==> config.mk <==
export PLATFORM = sky130hd
export DESIGN_NAME = tc_frame_receive_reassembler
export DESIGN_NICKNAME = d
export VERILOG_FILES = /design/src/design/tcfr_pkg.sv /design/src/design/tcfr_cfg_regs.sv /design/src/design/tcfr_vc_state.sv /design/src/design/tcfr_frame_check.sv /design/src/design/tc_frame_receive_reassembler.sv
export SDC_FILE = /design/constraint.sdc
export NUM_CORES = 1
export LEC_CHECK = 0
export ABC_AREA = 1
export BUFFER_PORTS_ARGS = -buffer_cell sky130_fd_sc_hd__buf_2
export CAP_MARGIN = 20
export CORE_ASPECT_RATIO = 1.5
export CORE_MARGIN = 2
export CORE_UTILIZATION = 54
export DETAILED_ROUTE_END_ITERATION = 16
export PLACE_DENSITY_LB_ADDON = 0.1
export SYNTH_ARGS = -nofsm -noshare
export SYNTH_HDL_FRONTEND = slang
export SYNTH_SLANG_ARGS = --single-unit
==> constraint.sdc <==
create_clock -name clk -period 7.91 [get_ports clk]
set_input_delay 0.791 -clock clk [delete_from_list [all_inputs] [get_ports clk]]
set_output_delay 0.791 -clock clk [all_outputs]
set_load 0.02 [all_outputs]
==> src/design/tcfr_pkg.sv <==
package tcfr_pkg;

	localparam int NUM_VC = 64;
	localparam int VC_W   = 6;

	localparam logic [3:0] BASE_OVH = 4'd5;

	typedef enum logic [2:0] {
		CFG_SCID      = 3'd0,
		CFG_VERSION   = 3'd1,
		CFG_SEG_HDR   = 3'd2,
		CFG_CRC       = 3'd3,
		CFG_MAX_FRAME = 3'd4,
		CFG_MAX_SDU   = 3'd5
	} cfg_idx_t;

	typedef enum logic [2:0] {
		ST_OK    = 3'd0,
		ST_LEN   = 3'd1,
		ST_CFG   = 3'd2,
		ST_VALID = 3'd3,
		ST_COP   = 3'd4,
		ST_QUEUE = 3'd5
	} status_t;

	localparam logic [2:0] FARM_OK    = 3'd0;
	localparam logic [2:0] FARM_ENQ   = 3'd1;
	localparam logic [2:0] FARM_PRIO  = 3'd2;
	localparam logic [2:0] FARM_ERROR = 3'd3;

	localparam logic [1:0] SEG_CONT  = 2'd0;
	localparam logic [1:0] SEG_FIRST = 2'd1;
	localparam logic [1:0] SEG_LAST  = 2'd2;
	localparam logic [1:0] SEG_UNSEG = 2'd3;

	localparam logic [1:0] ENQ_NONE = 2'd0;

	typedef struct packed {
		logic [9:0]  craft_id;
		logic [1:0]  version_number;
		logic        seg_header_present;
		logic        crc_present;
		logic [10:0] max_frame_bytes;
		logic [15:0] max_sdu_bytes;
	} cfg_t;

	typedef struct packed {
		logic [7:0]  hdr_byte0;
		logic [7:0]  hdr_byte1;
		logic [7:0]  hdr_byte2;
		logic [7:0]  hdr_byte3;
		logic [7:0]  seg_byte;
		logic [10:0] rx_length;
		logic        vc_known;
		logic        crc_ok;
		logic [2:0]  farm_verdict;
		logic        queue_ready;
	} frm_word_t;

	typedef struct packed {
		logic [2:0]  status;
		logic [1:0]  enqueue;
		logic        copy_enable;
		logic [15:0] copy_offset;
		logic [10:0] copy_bytes;
	} res_word_t;

	typedef struct packed {
		logic        open;
		logic [15:0] bytes;
	} vc_ent_t;

	typedef struct packed {
		logic            en;
		logic [VC_W-1:0] vc;
		vc_ent_t         ent;
	} vc_wr_t;

endpackage

==> src/design/tcfr_cfg_regs.sv <==
module tcfr_cfg_regs
	import tcfr_pkg::*;
(
	input  logic        clk,
	input  logic        arst_n,
	input  logic        cfg_we,
	input  logic [2:0]  cfg_index,
	input  logic [15:0] cfg_data,
	output cfg_t        cfg
);

	cfg_t cfg_q;

	always_ff @(posedge clk or negedge arst_n) begin
		if (!arst_n) begin
			cfg_q.craft_id           <= '0;
			cfg_q.version_number     <= '0;
			cfg_q.seg_header_present <= 1'b0;
			cfg_q.crc_present        <= 1'b0;
			cfg_q.max_frame_bytes    <= 11'd1024;
			cfg_q.max_sdu_bytes      <= 16'd1024;
		end else if (cfg_we) begin
			unique case (cfg_index)
				CFG_SCID:      cfg_q.craft_id           <= cfg_data[9:0];
				CFG_VERSION:   cfg_q.version_number     <= cfg_data[1:0];
				CFG_SEG_HDR:   cfg_q.seg_header_present <= cfg_data[0];
				CFG_CRC:       cfg_q.crc_present        <= cfg_data[0];
				CFG_MAX_FRAME: cfg_q.max_frame_bytes    <= cfg_data[10:0];
				CFG_MAX_SDU:   cfg_q.max_sdu_bytes      <= cfg_data;
				default: ;
			endcase
		end
	end

	assign cfg = cfg_q;

endmodule

==> src/design/tcfr_vc_state.sv <==
module tcfr_vc_state
	import tcfr_pkg::*;
(
	input  logic            clk,
	input  logic            arst_n,
	input  logic            rd_en,
	input  logic [VC_W-1:0] rd_vc,
	input  vc_wr_t          wr,
	output vc_ent_t         rd_ent
);

	vc_ent_t           mem [NUM_VC];
	logic [NUM_VC-1:0] valid_q;
	vc_ent_t           rd_q;
	vc_ent_t           byp_q;
	logic              hit_q;

	always_ff @(posedge clk) begin
		if (wr.en) begin
			mem[wr.vc] <= wr.ent;
		end
		if (rd_en) begin
			rd_q  <= valid_q[rd_vc] ? mem[rd_vc] : '0;
			byp_q <= wr.ent;
		end
	end

	always_ff @(posedge clk or negedge arst_n) begin
		if (!arst_n) begin
			valid_q <= '0;
			hit_q   <= 1'b0;
		end else begin
			if (wr.en) begin
				valid_q[wr.vc] <= 1'b1;
			end
			if (rd_en) begin
				hit_q <= wr.en && (wr.vc == rd_vc);
			end
		end
	end

	// write landing on the same edge as the read
	assign rd_ent = hit_q ? byp_q : rd_q;

endmodule

==> src/design/tcfr_frame_check.sv <==
module tcfr_frame_check
	import tcfr_pkg::*;
(
	input  cfg_t      cfg,
	input  frm_word_t word,
	input  vc_ent_t   cur,
	output res_word_t res,
	output logic      wr_en,
	output vc_ent_t   wr_ent
);

	logic [9:0]  flen;
	logic [10:0] flen1;
	logic [VC_W-1:0] vc;
	logic [3:0]  ovh;
	logic [10:0] dlen;
	logic [10:0] dmax;
	logic [16:0] sum;
	logic [1:0]  ver;
	logic [9:0]  scid;
	logic        do_enq;

	assign flen  = {word.hdr_byte2[1:0], word.hdr_byte3};
	assign flen1 = {1'b0, flen} + 11'd1;
	assign vc    = word.hdr_byte2[7:2];
	assign ovh   = BASE_OVH + {3'b0, cfg.seg_header_present} + {2'b0, cfg.crc_present, 1'b0};
	assign dlen  = flen1 - {7'b0, ovh};
	assign dmax  = (cfg.max_frame_bytes > {7'b0, ovh}) ? cfg.max_frame_bytes - {7'b0, ovh}
	                                                   : 11'd0;
	assign sum   = {6'b0, dlen} + {1'b0, cur.bytes};
	assign ver   = word.hdr_byte0[7:6];
	assign scid  = {word.hdr_byte0[1:0], word.hdr_byte1};

	always_comb begin
		res    = '0;
		wr_en  = 1'b0;
		wr_ent = cur;
		do_enq = 1'b0;
		if (flen1 > word.rx_length || flen1 < {7'b0, ovh}) begin
			res.status = ST_LEN;
		end else if (!word.vc_known || int'(vc) >= NUM_VC) begin
			res.status = ST_CFG;
		end else if (ver != cfg.version_number || scid != cfg.craft_id ||
		             (cfg.crc_present && !word.crc_ok)) begin
			res.status = ST_VALID;
		end else if (word.farm_verdict == FARM_ERROR) begin
			wr_en      = 1'b1;
			wr_ent     = '0;
			res.status = ST_COP;
		end else if (word.farm_verdict == FARM_OK) begin
			res.status = ST_OK;
		end else if (word.farm_verdict != FARM_ENQ && word.farm_verdict != FARM_PRIO) begin
			res.status = ST_COP;
		end else if (cfg.seg_header_present) begin
			case (word.seg_byte[7:6])
				SEG_UNSEG: begin
					if (dlen > dmax) begin
						res.status = ST_COP;
					end else begin
						res.copy_enable = 1'b1;
						res.copy_bytes  = dlen;
						do_enq          = 1'b1;
						wr_en           = 1'b1;
						wr_ent          = '0;
					end
				end
				SEG_FIRST: begin
					wr_en = 1'b1;
					if (cur.open) begin
						wr_ent     = '0;
						res.status = ST_COP;
					end else begin
						wr_ent.bytes = {5'b0, dlen};
						if (dlen > dmax) begin
							res.status = ST_COP;
						end else begin
							res.copy_enable = 1'b1;
							res.copy_bytes  = dlen;
							wr_ent.open     = 1'b1;
						end
					end
				end
				default: begin
					wr_en = 1'b1;
					if (!cur.open) begin
						wr_ent.bytes = '0;
						res.status   = ST_COP;
					end else if (sum > {1'b0, cfg.max_sdu_bytes}) begin
						wr_ent     = '0;
						res.status = ST_COP;
					end else begin
						res.copy_enable = 1'b1;
						res.copy_offset = cur.bytes;
						res.copy_bytes  = dlen;
						if (word.seg_byte[7:6] == SEG_LAST) begin
							do_enq = 1'b1;
							wr_ent = '0;
						end else begin
							wr_ent.bytes = sum[15:0];
						end
					end
				end
			endcase
		end else begin
			wr_en  = 1'b1;
			wr_ent = '0;
			if ({5'b0, dlen} > cfg.max_sdu_bytes) begin
				res.status = ST_COP;
			end else begin
				res.copy_enable = 1'b1;
				res.copy_bytes  = dlen;
				do_enq          = 1'b1;
			end
		end
		if (do_enq) begin
			if (word.queue_ready) begin
				res.enqueue = word.farm_verdict[1:0];
			end else begin
				res.enqueue = ENQ_NONE;
				res.status  = ST_QUEUE;
			end
		end
	end

endmodule

==> src/design/tc_frame_receive_reassembler.sv <==
// channel   dir  valid      stall      word
// frm       in   frm_valid  frm_stall  frm_word (frm_word_t)
// res       out  res_valid  res_stall  res_word (res_word_t)
// cfg       in   cfg_we     -          cfg_index / cfg_data
// One frame word per cycle while res_stall is low; results are registered in res_q.
// The per-VC state read is registered at accept; the VC update is written as the
// word leaves the check stage, with a bypass for a same-VC word right behind it.
// Reset clears all VC state to closed with zero buffered bytes (valid bits).
// A stalled result holds the check stage; frm_stall rises only when both are full.
module tc_frame_receive_reassembler
	import tcfr_pkg::*;
(
	input  logic        clk,
	input  logic        arst_n,
	input  logic        cfg_we,
	input  logic [2:0]  cfg_index,
	input  logic [15:0] cfg_data,
	input  logic        frm_valid,
	output logic        frm_stall,
	input  frm_word_t   frm_word,
	output logic        res_valid,
	input  logic        res_stall,
	output res_word_t   res_word
);

	cfg_t      cfg;
	frm_word_t word_s1;
	logic      valid_s1;
	res_word_t res_q;
	logic      res_valid_q;
	logic      accept;
	logic      advance;
	vc_ent_t   cur;
	res_word_t res_c;
	logic      wr_en_c;
	vc_ent_t   wr_ent_c;
	vc_wr_t    wr;

	tcfr_cfg_regs u_cfg (
		.clk       (clk),
		.arst_n    (arst_n),
		.cfg_we    (cfg_we),
		.cfg_index (cfg_index),
		.cfg_data  (cfg_data),
		.cfg       (cfg)
	);

	assign advance   = valid_s1 && (!res_valid_q || !res_stall);
	assign frm_stall = valid_s1 && !advance;
	assign accept    = frm_valid && !frm_stall;

	assign wr.en  = advance && wr_en_c;
	assign wr.vc  = word_s1.hdr_byte2[7:2];
	assign wr.ent = wr_ent_c;

	tcfr_vc_state u_state (
		.clk    (clk),
		.arst_n (arst_n),
		.rd_en  (accept),
		.rd_vc  (frm_word.hdr_byte2[7:2]),
		.wr     (wr),
		.rd_ent (cur)
	);

	tcfr_frame_check u_check (
		.cfg    (cfg),
		.word   (word_s1),
		.cur    (cur),
		.res    (res_c),
		.wr_en  (wr_en_c),
		.wr_ent (wr_ent_c)
	);

	always_ff @(posedge clk) begin
		if (accept) begin
			word_s1 <= frm_word;
		end
		if (advance) begin
			res_q <= res_c;
		end
	end

	always_ff @(posedge clk or negedge arst_n) begin
		if (!arst_n) begin
			valid_s1    <= 1'b0;
			res_valid_q <= 1'b0;
		end else begin
			if (accept) begin
				valid_s1 <= 1'b1;
			end else if (advance) begin
				valid_s1 <= 1'b0;
			end
			if (advance) begin
				res_valid_q <= 1'b1;
			end else if (!res_stall) begin
				res_valid_q <= 1'b0;
			end
		end
	end

	assign res_valid = res_valid_q;
	assign res_word  = res_q;

endmodule

; ---- After elaboration in Yosys (flattened, before gate mapping)
; Memory sizes are Yosys's and may differ from the RTL's. A register that Yosys moved wholly into a read port is not among the register bits.
; Index checks and enable logic that the tools add are counted.
[totals]
register_bits = 215
ramBits = 1088
inputBits = 81
output_inout_bits = 35
elab_cells = 166
n_memories = 1
[classes]
addsub = 6
magnitude_cmp = 9
eq_ne = 15
muxes = 74
n_bitwise = 4
n_reduce_logical = 30
[memory_table]
columns = name, words, word_bits, rd, rd_ports_with_merged_regs, write_ports, line_no
row1 = u_state.mem, 64, 17, 1, 1, 1, tcfr_vc_state.sv:12  ; vc_ent_t mem [NUM_VC];
[ops]
columns = op, count
row1 = $mux W17, 11
row2 = $or A64 B64 Y64, 1
row3 = $mux W28, 2
row4 = $mux W11, 5
row5 = $mux W3, 13
row6 = $pmux W17 S2, 1
row7 = $mux W1, 32
row8 = $mux W16, 2
row9 = $gt A11 B11 Y1, 2
row10 = $pmux W11 S2, 1
row11 = $sub A11 B4 Y11, 2
row12 = $add A11 B16 Y17, 1
row13 = $gt A17 B16 Y1, 1
row14 = $gt A11 B16 Y1, 1
row15 = $lt A6 B7 Y1 const B, 2
row16 = $reduce_and A2 Y1, 7
row17 = $add A10 B1 Y11 const B, 1
row18 = $gt A11 B4 Y1, 1
row19 = $lt A11 B4 Y1, 1
row20 = $reduce_or A11 Y1, 1
row21 = $ne A10 B10 Y1, 1
row22 = $eq A3 B2 Y1 const B, 3
row23 = $logic_and A1 B1 Y1, 8
row24 = $bmux W1 S6, 1
row25 = other kinds (23), 37

; ---- Depth between registers and ports, before layout
; Gate-level depths: netlist of run 1.
[depth]
word_depth = 17
depth_mapped = 38
mapped_depth_nobuf = 38

; ---- Cells and area by module
; Synthesis of run 1 repeated with hierarchy kept, for this count alone.
[hier_totals]
cells_unflattened = 5321
hier_area_um2 = 57211.1
[modules_own_cells]
columns = module, n_inst, cells_each, area_each_um2, seq_area_each_um2
row1 = tcfr_vc_state, 1, 4142, 48014.8, 35318.9
row2 = tcfr_frame_check, 1, 885, 4734.5, 0.0
row3 = tc_frame_receive_reassembler, 1, 104, 2803.9, 2752.6
row4 = tcfr_cfg_regs, 1, 190, 1657.8, 1028.5

; ---- Worst setup path after synthesis of run 1
; Ideal clock, no wire load.
[synth_path]
path_type = register to register
startpoint = reg word_s1[25] in the netlist's numbering
endpoint = reg u_state.byp_q[14] in the netlist's numbering (data pin)
setup_time_ps = 545
arrival_ps = 6312
slack_ps = 1053
path_stages_with_launch = 35
n_path_buf = 0
path_cell_list = edfxtp_1 > ha_1 > xor2_1 > ha_1 > a21oi_1 > nand2_1 > nand2_1 > nand2_1 > nor3_2 > xor2_1 > inv_1 > ha_1 > a21oi_1 > and2_1 > nand2_1 > nand2_1 > nor2_1 > nor2_1 > xor2_1 > ha_1 > nand2_1 > nor2_1 > a211oi_1 > nand2_1 > nand2_1 > nand2_1 > nand2_1 > nand2_1 > nand2_1 > nand3_1 > nor2_1 > nand3_1 > nand2_1 > nand2_1 > a21boi_1
[synth_rtl]
columns = element, line_no
row1 = "start, declared", tc_frame_receive_reassembler.sv:27  ; frm_word_t word_s1;
row2 = "start signal, assigned", tc_frame_receive_reassembler.sv:76  ; word_s1 <= frm_word;
row3 = "end signal, assigned", tcfr_vc_state.sv:24  ; byp_q <= wr.ent;
row4 = "end, declared", tcfr_vc_state.sv:15  ; vc_ent_t byp_q;

==> metrics list, run 1 <==
- Crit path max fanout: 48
- After global routing the overflow that remains totals 0.
- Counting every sink on the clock net gives 1310.
- Largest stage delay, worst path: 0.52 ns
- Highest Clock Rate: 137 MHz
* Startpoint class of the critical path: register
- Net switching power of the design: 3.84 mW
- Avg Synthesized Cell Area: 12.0 um^2
- In this run, synthesis inferred 1202 flip-flops with an integrated enable.
* Unrepaired setup endpoints after global routing: no
* Biggest area contributors in the synthesized netlist: edfxtp_1 66%, o21ai_0 7.3%, nor2_1 6.1%, dfrtp_1 4.8%, o22ai_1 3.6%
- Detailed Place HPWL: 85400 um
* Slew headroom: 29.1%
* Core area: 101000 um^2
- The die is 395 um tall.
- By startpoint and endpoint, the worst setup path is classified as register to register.
- The floorplan has 143 rows.
* Switching Share: 25.2%
* Largest clock skew in the final design: 0.0332 ns
- Vias in the first global route: 34700
- Final Slew Violations: 0
* Portion of total power attributed to sequential cells: 51.3%
- Routability-driven placement finished with a final weighted congestion of 0.951.
* Maximum number of pins on one net before global-route repair: 147
* Number of design-rule violations left by the first detailed-router iteration: 3891
- CP arrival: 7.74 ns
* Diode count: 0
- Die footprint: 105000 um^2
- Number of instances in the synthesized netlist: 4606
* Number of levels the H-tree was split into: 3
- Final Hold Viols: 0
- Maximum root-to-sink buffer count: 3
* First-pass GRT wire length: 220000 um
- Clock slew at reported path FFs: 0.06 ns
* Share of the clock period used by the worst path after layout: 92.3%
- Period minus WS final: 7.30 ns
* Residual DRC: 0
- VDD sags by at most 0.000203 V.
- TritonCTS built the clock tree.
* Multi-input logic area: 14500 um^2
* Fraction of final layout cells sized beyond drive strength 1: 10.5%
- Number of nets produced by synthesis: 4762
* Effective utilization at floorplan: 54.4%
- The synthesized design devotes to its leading area cell type 65.5% of total area.
- During placement, the flow inserted port buffers numbering 105.
- Dominant cell by count in the synthesized netlist: edfxtp_1
- For this design, the slowest cell found on the critical path is edfxtp_1.
- Clk Tree Root Cell: clkbuf_16
* Number of antenna violations at the first check in global routing: 2
- Relative to the synthesized area, the layout overhead comes to 11.4%.
* Data required time at the worst endpoint: 8.35 ns
- The internal portion of the total power is 11.4 mW.
* Cell area after synthesis: 55100 um^2
- Distinct cell type count of the synthesized netlist: 58
- For this design the ratio of total power to cell area is 248 nW/um^2.
- For this run, the number of standard cells in the final layout without fillers is 6087.
- Total Routed Length: 149000 um
- For this design the static power due to leakage is 21.6 nW.
- Global routing usage summed across all routing layers: 28.3%
- In this run, post-CTS repair resized a total of 0 instances.
* Filler Cell Count: 7987
* Cell repeated most along the worst path: nand2_1
- 116 I/O pins were placed.
* Horizontal die dimension: 265 um
- The commonest cells after synthesis are 1202 x edfxtp_1, 898 x nor2_1, 801 x o21ai_0.
- Layout Nets: 4838
* Post-route ant nets: 0
* Worst-Margin Slew: 1.06 ns
* # placed instances: 5868
- Number of warnings reported in the yosys synthesis log: 0
- Type of element capturing the critical path: register
- Post-CTS setup buffer count: 0
- Setup violations, final: 0
- After clock tree synthesis, the flow added hold-fix buffers numbering 0.
* Part of the Yosys area used for sequential elements: 70.5%
* Post-synthesis async set-or-reset flop share: 8.24%
* Sequential cell area: 38800 um^2
* First-pass detailed-route iteration total: 5
* Worst slack on hold paths: 0.0317 ns
* Final-layout setup total negative slack: 0 ns
- Across the run, the number of max-cap violations was 0.
* Total number of vias: 36600
- In this run, the combinational gates consume 12.1% of the power.
- Result of the run: complete, no violations
- Vias per std cell: 6.01
- For this run, the leading register cell type out of synthesis is edfxtp_1.
- Dominant cell type by area after synthesis: edfxtp_1
- The worst hold path belongs to the class input port to async pin.
* Clk Latency, worst-skew pair: 0.73 ns
* Power share of the clock group: 36.6%
- Average detailed-routed wire length per instance: 24.4 um
- Register bit count reported by yosys: 1310
- Inserted Clock Buffers: 117
cell families after synthesis:
kind of cell | share of synthesized area, %
AND/OR/NAND/NOR | 10.2
AO/OA/AOI/OAI | 13.6
flip-flops | 70.5
buffers and inverters | 3.36
adder cells (fa/ha/maj) | 1.75
XOR/XNOR | 0.618
critical path, delay by kind of cell (launching register included):
| kind | cells | cell delay (ns) |
|---|---|---|
| buffers and inverters | 2 | 0.64 |
| AND/OR/NAND/NOR | 22 | 2.32 |
| XOR/XNOR | 3 | 1.19 |
| adder cells (fa/ha/maj) | 4 | 1.38 |
| AO/OA/AOI/OAI | 4 | 0.83 |
| flip-flops | 1 | 0.52 |
per-stage QoR:
| step | power, mW | area (um^2) | setup slack [ns] | util [%] |
|---|---|---|---|---|
| 2_1_floorplan | 9.10 | 55100 | 1.05 | - |
| 6_report | 15.2 | 61400 | 0.606 | 60.6 |
| 3_5_place_dp | 9.80 | 57600 | 0.694 | 56.9 |
| 5_1_grt | 15.8 | 61400 | 0.220 | 60.6 |
| 3_3_place_gp | 9.79 | 57600 | 0.737 | 56.9 |
| 4_1_cts | 15.3 | 61400 | 0.662 | 60.6 |
routing by layer:
layer	part of all wire, %	wire length [um]	vias to the layer above	global-route usage (%)
met2	48	71900	1410	46.8
met3	6.3	9340	303	3.34
met5	0	0	-	0
met4	5.4	7980	0	14.9
li1	-	-	16900	-
met1	40	59400	18000	37.1
sequential cells by signal (all words and copies together), names as in the netlist:
signal / flops
u_cfg.cfg: 41
u_state.valid_q: 64
u_state.mem: 1088
res_word: 33
res_valid: 1
u_state.byp_q: 17
u_state.hit_q: 1
u_state.rd_q: 17
word_s1: 47
valid_s1: 1
path summary, 6_finish.rpt:
path | start | endpoint | slack (ns) | depth (start not counted)
worst max register to register | word_s1[25]$_DFFE_PP_ | u_state.mem[43][14]$_DFFE_PP_ | 0.61 | 35
worst min-delay path | arst_n | u_cfg.cfg[34]$_DFFE_PN0P_ | 0.03 | 1
max in group asynchronous | arst_n | u_state.valid_q[59]$_DFFE_PN0P_ | 6.50 | 2
worst max-delay path | word_s1[25]$_DFFE_PP_ | u_state.mem[43][14]$_DFFE_PP_ | 0.61 | 35
min in group clk | frm_word[56] | word_s1[56]$_DFFE_PP_ | 0.23 | 1
worst min register to register | u_state.valid_q[56]$_DFFE_PN0P_ | u_state.valid_q[56]$_DFFE_PN0P_ | 0.46 | 2
placed cells by master, fill, tap and decap left out, drive strengths merged, types with 2 or more instances in the layout:
cell	instances
nand4	19
or2	7
xor2	22
o221ai	35
xnor2	16
o21a	2
dfstp	2
nor4	4
nand3b	2
clkinv	51
o21ai	808
nand2	332
and3	2
clkbuf	162
bufinv	7
fa	3
o22ai	321
nor2	904
and2	4
nor3	10
ha	72
a211oi	2
clkinvlp	3
a21oi	56
buf	233
o32ai	13
dfrtp	106
edfxtp	1202
o311ai	4
inv	207
o21bai	74
nand3	87
cell type report:
cell class	instances	share of cell area, %
Multi-Input combinational cell	2809	23.7
Clock buffer	161	5.27
Timing Repair Buffer	234	2.97
Inverter	210	1.32
Clock inverter	58	0.875
Tap cell	1305	2.66
Sequential cell	1310	63.2
power by group through the flow:
stage / sequential, mW / clock [mW] / combinational [mW]
detailed placement: 7.97 / 0 / 1.83
global placement: 7.97 / 0 / 1.82
CTS: 7.82 / 5.65 / 1.84
finish: 7.82 / 5.57 / 1.84
global route: 7.83 / 5.90 / 2.05
floorplan: 7.99 / 0 / 1.11
No activity file was read; power rests on OpenSTA's default activity.
==> inputs of run 2 (changes only) <==
Settings changed: SYNTH_HIERARCHICAL set to 1.
==> metrics list, run 2 <==
- Filler Cell Count: 8420
* Number of instances in the synthesized netlist: 5311
* Number of sinks driven by the clock tree: 1310
- Final-layout setup total negative slack: 0 ns
* Inserted Clock Buffers: 114
- Clock tree from TritonCTS: yes
- Share of the clock period used by the worst path after layout: 89.1%
* Die footprint: 108000 um^2
- Post-route ant nets: 0
* Number of warnings reported in the yosys synthesis log: 6
- Static timing analysis puts the maximum clock frequency at 142 MHz.
- The final-report hold violation count is 0.
- Effective utilization at floorplan: 54.6%
- Core area: 104000 um^2
* Result of the run: complete, no violations
* Setup violations, final: 0
* Diode count: 0
- GP Congestion: 0.976
- Height of the die: 402 um
* Final Slew Violations: 0
* Finished Layout Cells: 6879
- Largest clock skew in the final design: 0.0619 ns
- First-pass detailed-route iteration total: 5
- First-pass GRT wire length: 232000 um
- The largest individual stage delay along the critical path comes from the cell nand2_2.
* Number of levels the H-tree was split into: 3
- The mapped netlist covers 56900 um^2.
- STA classifies the critical path endpoint as a register.
* Worst-Margin Slew: 1.15 ns
- During I/O placement, the number of pins put on the boundary was 116.
- The largest registers in the layout are u_state/mem (1088), u_state/valid_q (64), word_s1 (47).
* Sequential cell area: 38800 um^2
* Port-buffer cells: 105
* Worst slack on hold paths: 0.217 ns
- Peak ir drop on the vdd network: 0.000191 V
- Layout Nets: 5535
- Global routing used 29.4% of the available tracks.
* Row Count: 145
* Vias per std cell: 5.73
- Detailed Place HPWL: 94000 um
- Period minus WS final: 7.05 ns
- Entering global routing, the biggest net connects 140 pins.
- Buffers added to address setup during post-CTS repair amount to 0.
- Vias in the first global route: 37500
- Horizontal die dimension: 269 um
* Reg with most FFs: u_state/mem
- Fraction of final layout cells sized beyond drive strength 1: 10.7%
* Worst setup timing slack at the placement stage: 0.991 ns
- In this run the power density over the cells is 242 nW/um^2.
* Largest stage delay, worst path: 0.62 ns
- Multi-input logic area: 16200 um^2
* # placed instances: 6660
- Total number of vias: 39400
- Counting along the longest clock path gives a buffer depth of 3.
- Final total power: 15.2 mW
- Category of the critical setup timing path: register to register
- Number of antenna violations at the first check in global routing: 0
- Number of flip-flops under the largest register name: 1088
* Data required time at the worst endpoint: 8.45 ns
- For this run the aggregate overflow at the end of global routing stands at 0.
- Most used cells in the layout excluding fill and tap cells: 1952 x nand2_1, 1202 x edfxtp_1, 1085 x nand3_1
- Compared with the post-synthesis result, the final layout area differs by 10.7%.
* Residual DRC: 0
- Measured against its own limit, the worst slew margin works out to 23.2%.
- Total Routed Length: 159000 um
* Static leakage power: 24.8 nW
- Leaving out fill and tap cells, the most frequent cell in the layout is nand2_1.
- Clock slew at reported path FFs: 0.07 ns
- In this design, the critical path's most frequently occurring cell is nand2_1.
- Number of nets produced by synthesis: 5464
- Number of design-rule violations left by the first detailed-router iteration: 3762
- In this run the worst path has a maximum fanout of 34.
- The number of hold buffers added after CTS was 1.
- The number of gates resized after CTS was 0.
- The worst setup path is launched from a register.
- Unrepaired setup endpoints after global routing: no
- Clk Latency, worst-skew pair: 0.75 ns
* Worst setup margin: 0.858 ns
- A synthesized cell averages 10.7 um^2.
- The tree is rooted in a clkbuf_16.
- Data arrives at the worst endpoint at 7.59 ns.
* Average detailed-routed wire length per instance: 23.1 um
- Path category of the worst min-delay check: input port to register
- # Max-Cap Violations: 0
run 2: worst paths after layout:
path / from / endpoint / slack [ns] / cells past startpoint
min in group asynchronous: arst_n / u_cfg/cfg[38]$_DFFE_PN0P_ / 0.53 / 2
worst min-delay path: frm_word[55] / word_s1[55]$_DFFE_PP_ / 0.22 / 1
worst max-delay path: word_s1[25]$_DFFE_PP_ / u_state/mem[1][6]$_DFFE_PP_ / 0.86 / 37
worst max register to register: word_s1[25]$_DFFE_PP_ / u_state/mem[1][6]$_DFFE_PP_ / 0.86 / 37
worst min register to register: u_state/valid_q[26]$_DFFE_PN0P_ / u_state/valid_q[26]$_DFFE_PN0P_ / 0.46 / 1
max in group asynchronous: arst_n / res_valid$_DFFE_PN0P_ / 5.86 / 3
run 2: stage by stage:
step | util [%] | area (um^2)
2_1_floorplan | - | 56900
3_3_place_gp | 56.8 | 59200
3_5_place_dp | 56.8 | 59200
4_1_cts | 60.4 | 63000
5_1_grt | 60.4 | 63000
6_report | 60.4 | 63000
run 2: routing by layer:
| layer | part of all wire (%) | routed length [um] | GRT usage [%] | vias up |
|---|---|---|---|---|
| li1 | - | - | - | 18400 |
| met1 | 37 | 58000 | 34.4 | 19200 |
| met2 | 50 | 79000 | 49.9 | 1450 |
| met3 | 5.8 | 9290 | 3.69 | 400 |
| met4 | 7.9 | 12500 | 20.8 | 0 |
| met5 | 0 | 0 | 0 | - |
run 2: layout make-up:
| class | count | share of cell area [%] |
|---|---|---|
| sequential | 1310 | 61.6 |
| multi-input combinational | 3539 | 25.8 |
| inverter | 187 | 1.14 |
| clock buffer | 150 | 4.89 |
| tap | 1396 | 2.77 |
| timing repair buffer | 230 | 2.73 |
| clock inverter | 67 | 1.11 |
run 2: where the power goes:
part / leakage [nW] / switching [mW] / internal, mW / total (mW)
combinational: 10.5 / 1.32 / 0.506 / 1.82
sequential: 12.4 / 0.0652 / 7.74 / 7.80
clock: 1.85 / 2.51 / 3.12 / 5.63
run 2: worst max-delay path, delay by kind of cell (launching register included):
| family | cells | cell delay, ns |
|---|---|---|
| simple gates | 25 | 3.30 |
| fa+ha+maj | 4 | 1.35 |
| buf+inv | 4 | 0.67 |
| flops | 1 | 0.59 |
| compound gates | 3 | 0.56 |
| xor+xnor | 1 | 0.37 |
